$ cat config.mk
export PLATFORM = sky130hd
export DESIGN_NAME = varint_decimal_decoder
export DESIGN_NICKNAME = d
export VERILOG_FILES = /design/src/design/vdd_pkg.sv /design/src/design/vdd_in_reg.sv /design/src/design/vdd_decode.sv /design/src/design/vdd_out_reg.sv /design/src/design/varint_decimal_decoder.sv
export SDC_FILE = /design/constraint.sdc
export NUM_CORES = 1
export LEC_CHECK = 0
export BUFFER_PORTS_ARGS = -buffer_cell sky130_fd_sc_hd__buf_2
export CAP_MARGIN = 10
export CORE_MARGIN = 10
export CORE_UTILIZATION = 52
export CTS_CLUSTER_SIZE = 10
export DETAILED_ROUTE_END_ITERATION = 6
export GPL_TIMING_DRIVEN = 0
export HOLD_SLACK_MARGIN = 0.1
export PLACE_DENSITY = 0.76
export SLEW_MARGIN = 20
export SYNTH_ARGS = -nofsm -noshare
export SYNTH_HDL_FRONTEND = slang
export SYNTH_SLANG_ARGS = --single-unit
$ cat constraint.sdc
create_clock -name clk -period 5.11 [get_ports clk]
set_input_delay 1.2775 -clock clk [delete_from_list [all_inputs] [get_ports clk]]
set_output_delay 1.2775 -clock clk [all_outputs]
set_load 0.005 [all_outputs]
$ cat src/design/vdd_pkg.sv
// Shared types and constants for the varint decimal decoder.
// Depends on nothing; every module of the decoder imports it.
package vdd_pkg;

  localparam int unsigned WORD_W      = 32;
  localparam int unsigned BYTE_W      = 8;
  localparam int unsigned SCALE_W     = 8;
  localparam int unsigned NUM_CHUNKS  = 3;
  localparam int unsigned OUT_DATA_W  = 112;

  localparam logic [1:0] TAG_ZERO = 2'd0;
  localparam logic [1:0] TAG_POS  = 2'd1;
  localparam logic [1:0] TAG_NEG  = 2'd2;
  localparam logic [1:0] TAG_MIN  = 2'd3;

  localparam logic [WORD_W-1:0] CHUNK_MIN = 32'h8000_0000;

  typedef struct packed {
    logic [SCALE_W-1:0] decimal_scale;
    logic               is_negative;
    logic [WORD_W-1:0]  mag_word_high;
    logic [WORD_W-1:0]  mag_word_mid;
    logic [WORD_W-1:0]  mag_word_low;
  } result_t;

endpackage

$ cat src/design/vdd_in_reg.sv
// Input register stage of the varint decimal decoder.
// Holds one accepted byte until the decode stage takes it. Uses vdd_pkg.
module vdd_in_reg
  import vdd_pkg::*;
(
  input  logic              clk,
  input  logic              rst,
  input  logic              s_tvalid,
  output logic              s_tready,
  input  logic [BYTE_W-1:0] s_tdata,
  input  logic              take,
  output logic              in_valid,
  output logic [BYTE_W-1:0] in_byte
);

  assign s_tready = !in_valid || take;

  always_ff @(posedge clk) begin
    if (rst) begin
      in_valid <= 1'b0;
    end else if (s_tvalid && s_tready) begin
      in_valid <= 1'b1;
    end else if (take) begin
      in_valid <= 1'b0;
    end
  end

  always_ff @(posedge clk) begin
    if (s_tvalid && s_tready) begin
      in_byte <= s_tdata;
    end
  end

endmodule

$ cat src/design/vdd_decode.sv
// Decode stage of the varint decimal decoder: header tags, varint gathering
// and the chunk walk that settles fixed chunks. Uses vdd_pkg.
module vdd_decode
  import vdd_pkg::*;
(
  input  logic              clk,
  input  logic              rst,
  input  logic              in_valid,
  input  logic [BYTE_W-1:0] in_byte,
  input  logic              out_free,
  output logic              take,
  output logic              res_valid,
  output result_t           res
);

  localparam logic [2:0] PH_HEADER = 3'd0;
  localparam logic [2:0] PH_CHUNK0 = 3'd1;
  localparam logic [2:0] PH_CHUNK1 = 3'd2;
  localparam logic [2:0] PH_CHUNK2 = 3'd3;
  localparam logic [2:0] PH_CHUNK3 = 3'd4;

  localparam logic [5:0] VARINT_BITS = 6'd7;
  localparam logic [5:0] BITPOS_SAT  = 6'd35;
  localparam logic [5:0] BITPOS_LIM  = 6'd32;

  function automatic logic [1:0] tag_at(input logic [BYTE_W-1:0] tags, input logic [1:0] idx);
    logic [1:0] t;
    case (idx)
      2'd0:    t = tags[7:6];
      2'd1:    t = tags[5:4];
      2'd2:    t = tags[3:2];
      default: t = tags[1:0];
    endcase
    return t;
  endfunction

  function automatic logic [2:0] chunk_phase(input logic [1:0] idx);
    logic [2:0] p;
    case (idx)
      2'd0:    p = PH_CHUNK0;
      2'd1:    p = PH_CHUNK1;
      2'd2:    p = PH_CHUNK2;
      default: p = PH_CHUNK3;
    endcase
    return p;
  endfunction

  function automatic logic [WORD_W-1:0] fixed_chunk(input logic [1:0] t);
    return (t == TAG_MIN) ? CHUNK_MIN : '0;
  endfunction

  logic [2:0]        phase, phase_next;
  logic [BYTE_W-1:0] tag_bits, tag_bits_next;
  logic [WORD_W-1:0] accumulator, accumulator_next;
  logic [5:0]        bit_position, bit_position_next;
  logic [WORD_W-1:0] chunk_words [NUM_CHUNKS];

  logic              is_header;
  logic [BYTE_W-1:0] tags;
  logic [WORD_W-1:0] shift_in, acc_or, vint, cur, last_chunk;
  logic [5:0]        bitpos_sum, bitpos_sat;
  logic [1:0]        vint_idx, start_idx, t_first, t_next;
  logic              walk, done, emit;
  logic [WORD_W-1:0] start_val;
  logic [NUM_CHUNKS-1:0] wr_en;
  logic [WORD_W-1:0] wr_val [NUM_CHUNKS];

  always_comb begin
    take       = in_valid && out_free;
    is_header  = (phase == PH_HEADER) || (phase > PH_CHUNK3);
    tags       = is_header ? in_byte : tag_bits;
    shift_in   = {25'd0, in_byte[6:0]} << bit_position[4:0];
    acc_or     = (bit_position < BITPOS_LIM) ? (accumulator | shift_in) : accumulator;
    bitpos_sum = bit_position + VARINT_BITS;
    bitpos_sat = (bitpos_sum > BITPOS_SAT) ? BITPOS_SAT : bitpos_sum;
    case (phase)
      PH_CHUNK0: vint_idx = 2'd0;
      PH_CHUNK1: vint_idx = 2'd1;
      PH_CHUNK2: vint_idx = 2'd2;
      default:   vint_idx = 2'd3;
    endcase
    vint    = (tag_at(tags, vint_idx) == TAG_NEG) ? (32'd0 - acc_or) : acc_or;
    t_first = tag_at(in_byte, 2'd0);

    phase_next        = phase;
    tag_bits_next     = tag_bits;
    accumulator_next  = '0;
    bit_position_next = '0;
    walk              = 1'b0;
    start_idx         = 2'd0;
    start_val         = '0;

    if (is_header) begin
      tag_bits_next = in_byte;
      if (t_first == TAG_POS || t_first == TAG_NEG) begin
        phase_next = PH_CHUNK0;
      end else begin
        walk      = 1'b1;
        start_val = fixed_chunk(t_first);
      end
    end else if (in_byte[7]) begin
      accumulator_next  = acc_or;
      bit_position_next = bitpos_sat;
    end else begin
      walk      = 1'b1;
      start_idx = vint_idx;
      start_val = vint;
    end

    done       = 1'b0;
    emit       = 1'b0;
    cur        = start_val;
    last_chunk = '0;
    wr_en      = '0;
    t_next     = TAG_ZERO;
    for (int j = 0; j < NUM_CHUNKS; j++) begin
      wr_val[j] = '0;
    end
    if (walk) begin
      phase_next = PH_HEADER;
      for (int j = 0; j <= NUM_CHUNKS; j++) begin
        if (!done && (j >= int'(start_idx))) begin
          if (j == NUM_CHUNKS) begin
            emit       = 1'b1;
            last_chunk = cur;
            done       = 1'b1;
          end else begin
            wr_en[j]  = 1'b1;
            wr_val[j] = cur;
            t_next    = tag_at(tags, 2'(j + 1));
            if (t_next == TAG_POS || t_next == TAG_NEG) begin
              phase_next = chunk_phase(2'(j + 1));
              done       = 1'b1;
            end else begin
              cur = fixed_chunk(t_next);
            end
          end
        end
      end
    end

    res_valid         = take && emit;
    res.mag_word_low  = wr_en[0] ? wr_val[0] : chunk_words[0];
    res.mag_word_mid  = wr_en[1] ? wr_val[1] : chunk_words[1];
    res.mag_word_high = wr_en[2] ? wr_val[2] : chunk_words[2];
    res.is_negative   = last_chunk[31];
    res.decimal_scale = last_chunk[23:16];
  end

  always_ff @(posedge clk) begin
    if (rst) begin
      phase        <= PH_HEADER;
      tag_bits     <= '0;
      accumulator  <= '0;
      bit_position <= '0;
    end else if (take) begin
      phase        <= phase_next;
      tag_bits     <= tag_bits_next;
      accumulator  <= accumulator_next;
      bit_position <= bit_position_next;
    end
  end

  always_ff @(posedge clk) begin
    for (int k = 0; k < NUM_CHUNKS; k++) begin
      if (take && wr_en[k]) begin
        chunk_words[k] <= wr_val[k];
      end
    end
  end

endmodule

$ cat src/design/vdd_out_reg.sv
// Result register of the varint decimal decoder.
// Holds one finished result until the downstream side takes it. Uses vdd_pkg.
module vdd_out_reg
  import vdd_pkg::*;
(
  input  logic    clk,
  input  logic    rst,
  input  logic    res_valid,
  input  result_t res,
  input  logic    m_tready,
  output logic    m_tvalid,
  output result_t out_res,
  output logic    out_free
);

  assign out_free = !m_tvalid || m_tready;

  always_ff @(posedge clk) begin
    if (rst) begin
      m_tvalid <= 1'b0;
    end else if (out_free) begin
      m_tvalid <= res_valid;
    end
  end

  always_ff @(posedge clk) begin
    if (out_free && res_valid) begin
      out_res <= res;
    end
  end

endmodule

$ cat src/design/varint_decimal_decoder.sv
// Top level of the varint decimal decoder: input register, decode stage and
// result register. Depends on vdd_pkg, vdd_in_reg, vdd_decode and vdd_out_reg.
//
//   Channel  Direction  Word
//   s_*      in         tdata[7:0] data_byte
//   m_*      out        tdata[111:0] magnitude, sign and scale
//
// One byte per cycle is sustained while the result register is not stalled.
// An accepted byte passes the input register and then the result register on its way to the master side.
// A header whose tags need no bytes yields its result from that header alone.
// Reset is synchronous and clears all control state; the chunk store is not reset.
// While the result register is stalled, one further byte is held in the input register.
module varint_decimal_decoder
  import vdd_pkg::*;
(
  input  logic                  clk,
  input  logic                  rst,
  input  logic                  s_tvalid,
  output logic                  s_tready,
  input  logic [BYTE_W-1:0]     s_tdata,   // [7:0] data_byte
  output logic                  m_tvalid,
  input  logic                  m_tready,
  output logic [OUT_DATA_W-1:0] m_tdata    // [31:0] mag_word_low, [63:32] mag_word_mid,
                                           // [95:64] mag_word_high, [96] is_negative,
                                           // [104:97] decimal_scale, [111:105] zero
);

  logic              in_valid;
  logic [BYTE_W-1:0] in_byte;
  logic              take;
  logic              out_free;
  logic              res_valid;
  result_t           res;
  result_t           out_res;

  vdd_in_reg u_in_reg (
    .clk      (clk),
    .rst      (rst),
    .s_tvalid (s_tvalid),
    .s_tready (s_tready),
    .s_tdata  (s_tdata),
    .take     (take),
    .in_valid (in_valid),
    .in_byte  (in_byte)
  );

  vdd_decode u_decode (
    .clk       (clk),
    .rst       (rst),
    .in_valid  (in_valid),
    .in_byte   (in_byte),
    .out_free  (out_free),
    .take      (take),
    .res_valid (res_valid),
    .res       (res)
  );

  vdd_out_reg u_out_reg (
    .clk       (clk),
    .rst       (rst),
    .res_valid (res_valid),
    .res       (res),
    .m_tready  (m_tready),
    .m_tvalid  (m_tvalid),
    .out_res   (out_res),
    .out_free  (out_free)
  );

  assign m_tdata = {7'd0, out_res.decimal_scale, out_res.is_negative,
                    out_res.mag_word_high, out_res.mag_word_mid, out_res.mag_word_low};

  a_take_needs_room: assert property (@(posedge clk) disable iff (rst)
    take |-> (in_valid && (!m_tvalid || m_tready)))
    else $error("decode stage consumed a word while the result register was blocked");

  a_no_idle_stall: assert property (@(posedge clk) disable iff (rst)
    (in_valid && (!m_tvalid || m_tready)) |-> take)
    else $error("decode stage left a word waiting with room downstream");

  a_ready_only_when_free: assert property (@(posedge clk) disable iff (rst)
    !s_tready |-> (in_valid && m_tvalid && !m_tready))
    else $error("input side stalled without a blocked result");

  a_result_from_decode: assert property (@(posedge clk) disable iff (rst)
    $rose(m_tvalid) |-> $past(res_valid))
    else $error("result appeared without a decoded number");

endmodule
==> run summary <==
Clk_lat worst skew -> 560 ps
Post-Syn Area per Cell -> 10.76 um2
Sw frac -> 0.2561
Final setup viols -> 0
Worst-Margin Slew -> 994.2 ps
Top sig layer -> met4
Die area -> 0.02669 mm2
Drt first pass iters -> 5
Routed vias -> 8396
Slew Limit Fails -> 0
Post-Synth Simple-Gate Area -> 0.1506
Maximum number of pins on one net before global-route repair -> 34
Total CTS buffers -> 30
Vias per cell -> 5.806
CTS sink cnt -> 260
R2R depth -> 16
XOR/XNOR Fraction of Synth Area -> 0.02376
Final Core Density -> 0.6229
WP data arrival -> 5110 ps
CP required -> 5530 ps
RR Endpoint -> m_tdata[90]
# port buffers -> 118
Seq/Total Area, Yosys -> 0.5928
Run status -> completed
Static leakage -> 4.789 nW
WHS Endpoint -> u_decode.chunk_words[0][63]
Max-cap violations -> 0
WL met1 -> 12250 um
Layout net count -> 1171
Adder-cell share of the synthesized area -> 0.008195
TritonCTS clock tree -> done
Compound-Gate Fraction of Synth Area -> 0.1575
Clk network pwr share -> 0.393
Worst-path clk slew -> 60 ps
Layout cells sized above 1 -> 0.1760
Comb power frac -> 0.125
Critical Path Source Type -> flop
Core area -> 0.02023 mm2
Final setup margin -> 414.9 ps
Post-DP HPWL -> 21030 um
Hold Path Class -> reg -> reg
Met2 WL -> 13170 um
Die width -> 163.4 um
Post-synthesis mux area share -> 0.03255
Syn Inst Count -> 993
Min-Delay Startpoint -> u_decode.chunk_words[0][63]
Final hold viol count -> 0
RSZ-0062 raised after global routing -> no
Netlist cell types -> 75
Fin Clk Skew -> 8.578 ps
Wire per inst -> 19.95 um
# Post-CTS Setup Buffers -> 0
Syn Std Cell Area -> 0.01069 mm2
Vias in the first global route -> 8090
Yosys warnings -> 0
Worst r2r src -> u_decode.phase[0]
Min-Delay Path Depth -> 2
Flop and latch count out of synthesis -> 260
FP Rows -> 52
Clock Path Buffers -> 3
Post-Place Worst Slack -> 339.3 ps
Area leader, netlist -> edfxtp_1
DRC -> 0
Sequential power share -> 0.482
Sw Pwr -> 0.001252 W
Reg-to-reg setup timing slack -> 410 ps
Initial antenna violation count -> 0
Internal -> 0.003637 W
Ports -> 126
Post-synth EDFFs -> 113
Post-Route WL -> 28850 um
Die height -> 163.4 um
Initial core utilization -> 0.5282
Final ANT Viol Nets -> 0
Min cycle time layout -> 4695 ps
Element type at the critical path end -> flop
Overflow after GRT -> 0
H-tree Lvls -> 1
FMAX -> 213.0 MHz
Pwr dens -> 387.9 mW/mm2
Global-route usage over all layers -> 0.2128
Main combinational cell family by area after synthesis -> compound AO/OA/AOI/OAI gates
Synth top area share -> 0.3175
First-pass GRT wire length -> 45540 um
Area contributors post-synth -> edfxtp_1 32%, dfxtp_1 28%, nand2_1 4.4%
VDD IR max -> 264.9 uV
GP Congestion -> 0.9906
Slew HR -> 0.3288
Area grow syn2layout -> 17.94%
CTS Root Cell -> clkbuf_16
Setup CP Type -> reg -> reg
Period utilization -> 0.9188
DR iter-0 viols -> 817
Synth Flop Type -> dfxtp_1
Share of flip-flops with an asynchronous set or reset -> 0
Antenna diodes -> 0
DR WL met3 -> 2628 um
Worst-path fanout max -> 10
-- cells in the mapped netlist, types with 5 or more instances --
| cell type | instances |
|---|---|
| dfxtp_1 | 147 |
| nand2_1 | 125 |
| edfxtp_1 | 113 |
| nor2_1 | 96 |
| o21ai_0 | 83 |
| clkbuf_1 | 48 |
| a21oi_1 | 47 |
| nor3_1 | 35 |
| a22o_1 | 34 |
| a31oi_1 | 18 |
| xnor2_1 | 18 |
| nand3_1 | 17 |
| mux2i_1 | 16 |
| nand2b_1 | 12 |
| xor2_1 | 11 |
| o31ai_1 | 10 |
| buf_4 | 9 |
| inv_1 | 9 |
| or3_1 | 9 |
| ha_1 | 7 |
| nand3b_1 | 7 |
| nor2b_1 | 7 |
| and3_1 | 6 |
| o211a_1 | 6 |
| and2_1 | 5 |
| buf_6 | 5 |
-- power by group through the flow --
stage                     logic (W)  registers [W]  clock network [W]
final                      0.000613        0.00236            0.00192
after global routing       0.000671        0.00236            0.00204
after CTS                  0.000600        0.00236            0.00194
after detailed placement   0.000592        0.00240                  0
after global placement     0.000580        0.00239                  0
after floorplan            0.000407        0.00239                  0
-- worst max-delay path, cell delays in order (launching register included) --
cell and delay, ps:
dfxtp_1 290, clkbuf_1 220, nor2_2 400, xor2_1 290
clkbuf_2 320, nand2_1 80, nand2_1 110, ha_1 290
o21ai_0 170, o311ai_0 340, nor2_1 400, o21ai_0 190
or2_2 350, clkbuf_1 170, nor2_1 220, clkbuf_1 460
a22o_1 250
-- per-stage QoR --
step           setup TNS (ps)  instance area [um2]  std cells  hold WS (ps)  power (W)
2_1_floorplan               0                10710        999         414.3   0.002797
3_3_place_gp           -70720                11640       1387         430.6   0.002974
3_5_place_dp                0                11700       1390         441.7   0.002990
4_1_cts                     0                12590       1446         454.6   0.004896
5_1_grt                     0                12600       1446         473.1   0.005075
6_report                    0                12600       1446         459.5   0.004890
-- final cells by class --
type	count	area, um2
plain buffers	67	330.3
clock buffers	54	850.8
clock inverters	2	38.79
fillers	1660	7630
inverters	10	41.29
multi-input cells	662	4019
flip-flops and latches	260	6336
well taps	270	337.8
repair buffers	121	650.6
-- metal layers --
layer	global-route usage	vias up
met4	0.07336	0
met1	0.2920	4012
met5	0	-
li1	-	3917
met2	0.3339	415
met3	0.03650	52
-- cells by family after synthesis --
kind of cell | Yosys count
and+or+nand+nor | 344
DFF | 260
AOI/OAI and AO/OA | 248
buffers and inverters | 77
xor gates and xnor gates | 29
muxes | 27
adders and majority gates | 7
other | 1
-- cells in the final DEF, fill, tap and decap left out, types with 3 or more instances in the layout --
master | netlist | final
ha_1 | 7 | 7
xnor2_1 | 18 | 17
and2_1 | 5 | 5
o211a_1 | 6 | 6
or2_2 | 4 | 4
buf_12 | 0 | 3
a31oi_1 | 18 | 18
nand2_1 | 125 | 125
clkbuf_1 | 48 | 70
nand2b_1 | 12 | 12
buf_6 | 5 | 5
nand4_1 | 4 | 4
edfxtp_1 | 113 | 113
dfxtp_1 | 147 | 147
o211ai_1 | 4 | 4
nand4b_1 | 3 | 3
a41oi_1 | 4 | 4
clkbuf_16 | 0 | 30
nand3_1 | 17 | 17
nand3b_1 | 7 | 7
a21o_1 | 4 | 4
o22ai_1 | 3 | 3
nor2_1 | 96 | 95
xor2_1 | 11 | 11
or3_1 | 9 | 9
mux4_2 | 3 | 3
o31ai_1 | 10 | 10
a21oi_1 | 47 | 47
buf_4 | 9 | 9
nor3_1 | 35 | 35
a22o_1 | 34 | 34
a22oi_1 | 4 | 4
o21ai_0 | 83 | 83
conb_1 | 1 | 7
mux2_2 | 4 | 4
inv_1 | 9 | 8
mux2i_1 | 16 | 16
nor2b_1 | 7 | 7
buf_2 | 4 | 122
and3_1 | 6 | 6
-- flip-flops by register name, summed over array words and instances, names as in the netlist --
signal	cells
u_decode.chunk_words	96
u_in_reg.in_valid	1
m_tdata	96
u_out_reg.out_res	9
u_decode.tag_bits	8
u_in_reg.in_byte	8
u_decode.phase	3
u_out_reg.m_tvalid	1
u_decode.bit_position	6
u_decode.accumulator	32
-- worst max-delay path by stage --
stage                             endpoint  depth (start not counted)              start
floorplan                       m_tdata[0]                         14  u_decode.phase[0]
CTS                            m_tdata[90]                         16  u_decode.phase[0]
global route                   m_tdata[87]                         16  u_decode.phase[0]
finish                         m_tdata[90]                         16  u_decode.phase[0]
global placement    u_out_reg.out_res[103]                         14  u_decode.phase[0]
detailed placement             m_tdata[90]                         16  u_decode.phase[0]
-- what timing repair did --
| action | 4_1_cts | 5_1_grt |
|---|---|---|
| gates resized for setup | 0 | 4 |
| setup endpoints to repair | 0 | 95 |
| endpoints found under the hold margin | 0 | 0 |
| hold buffers | 0 | 0 |
(Power assumes the default switching activity.)
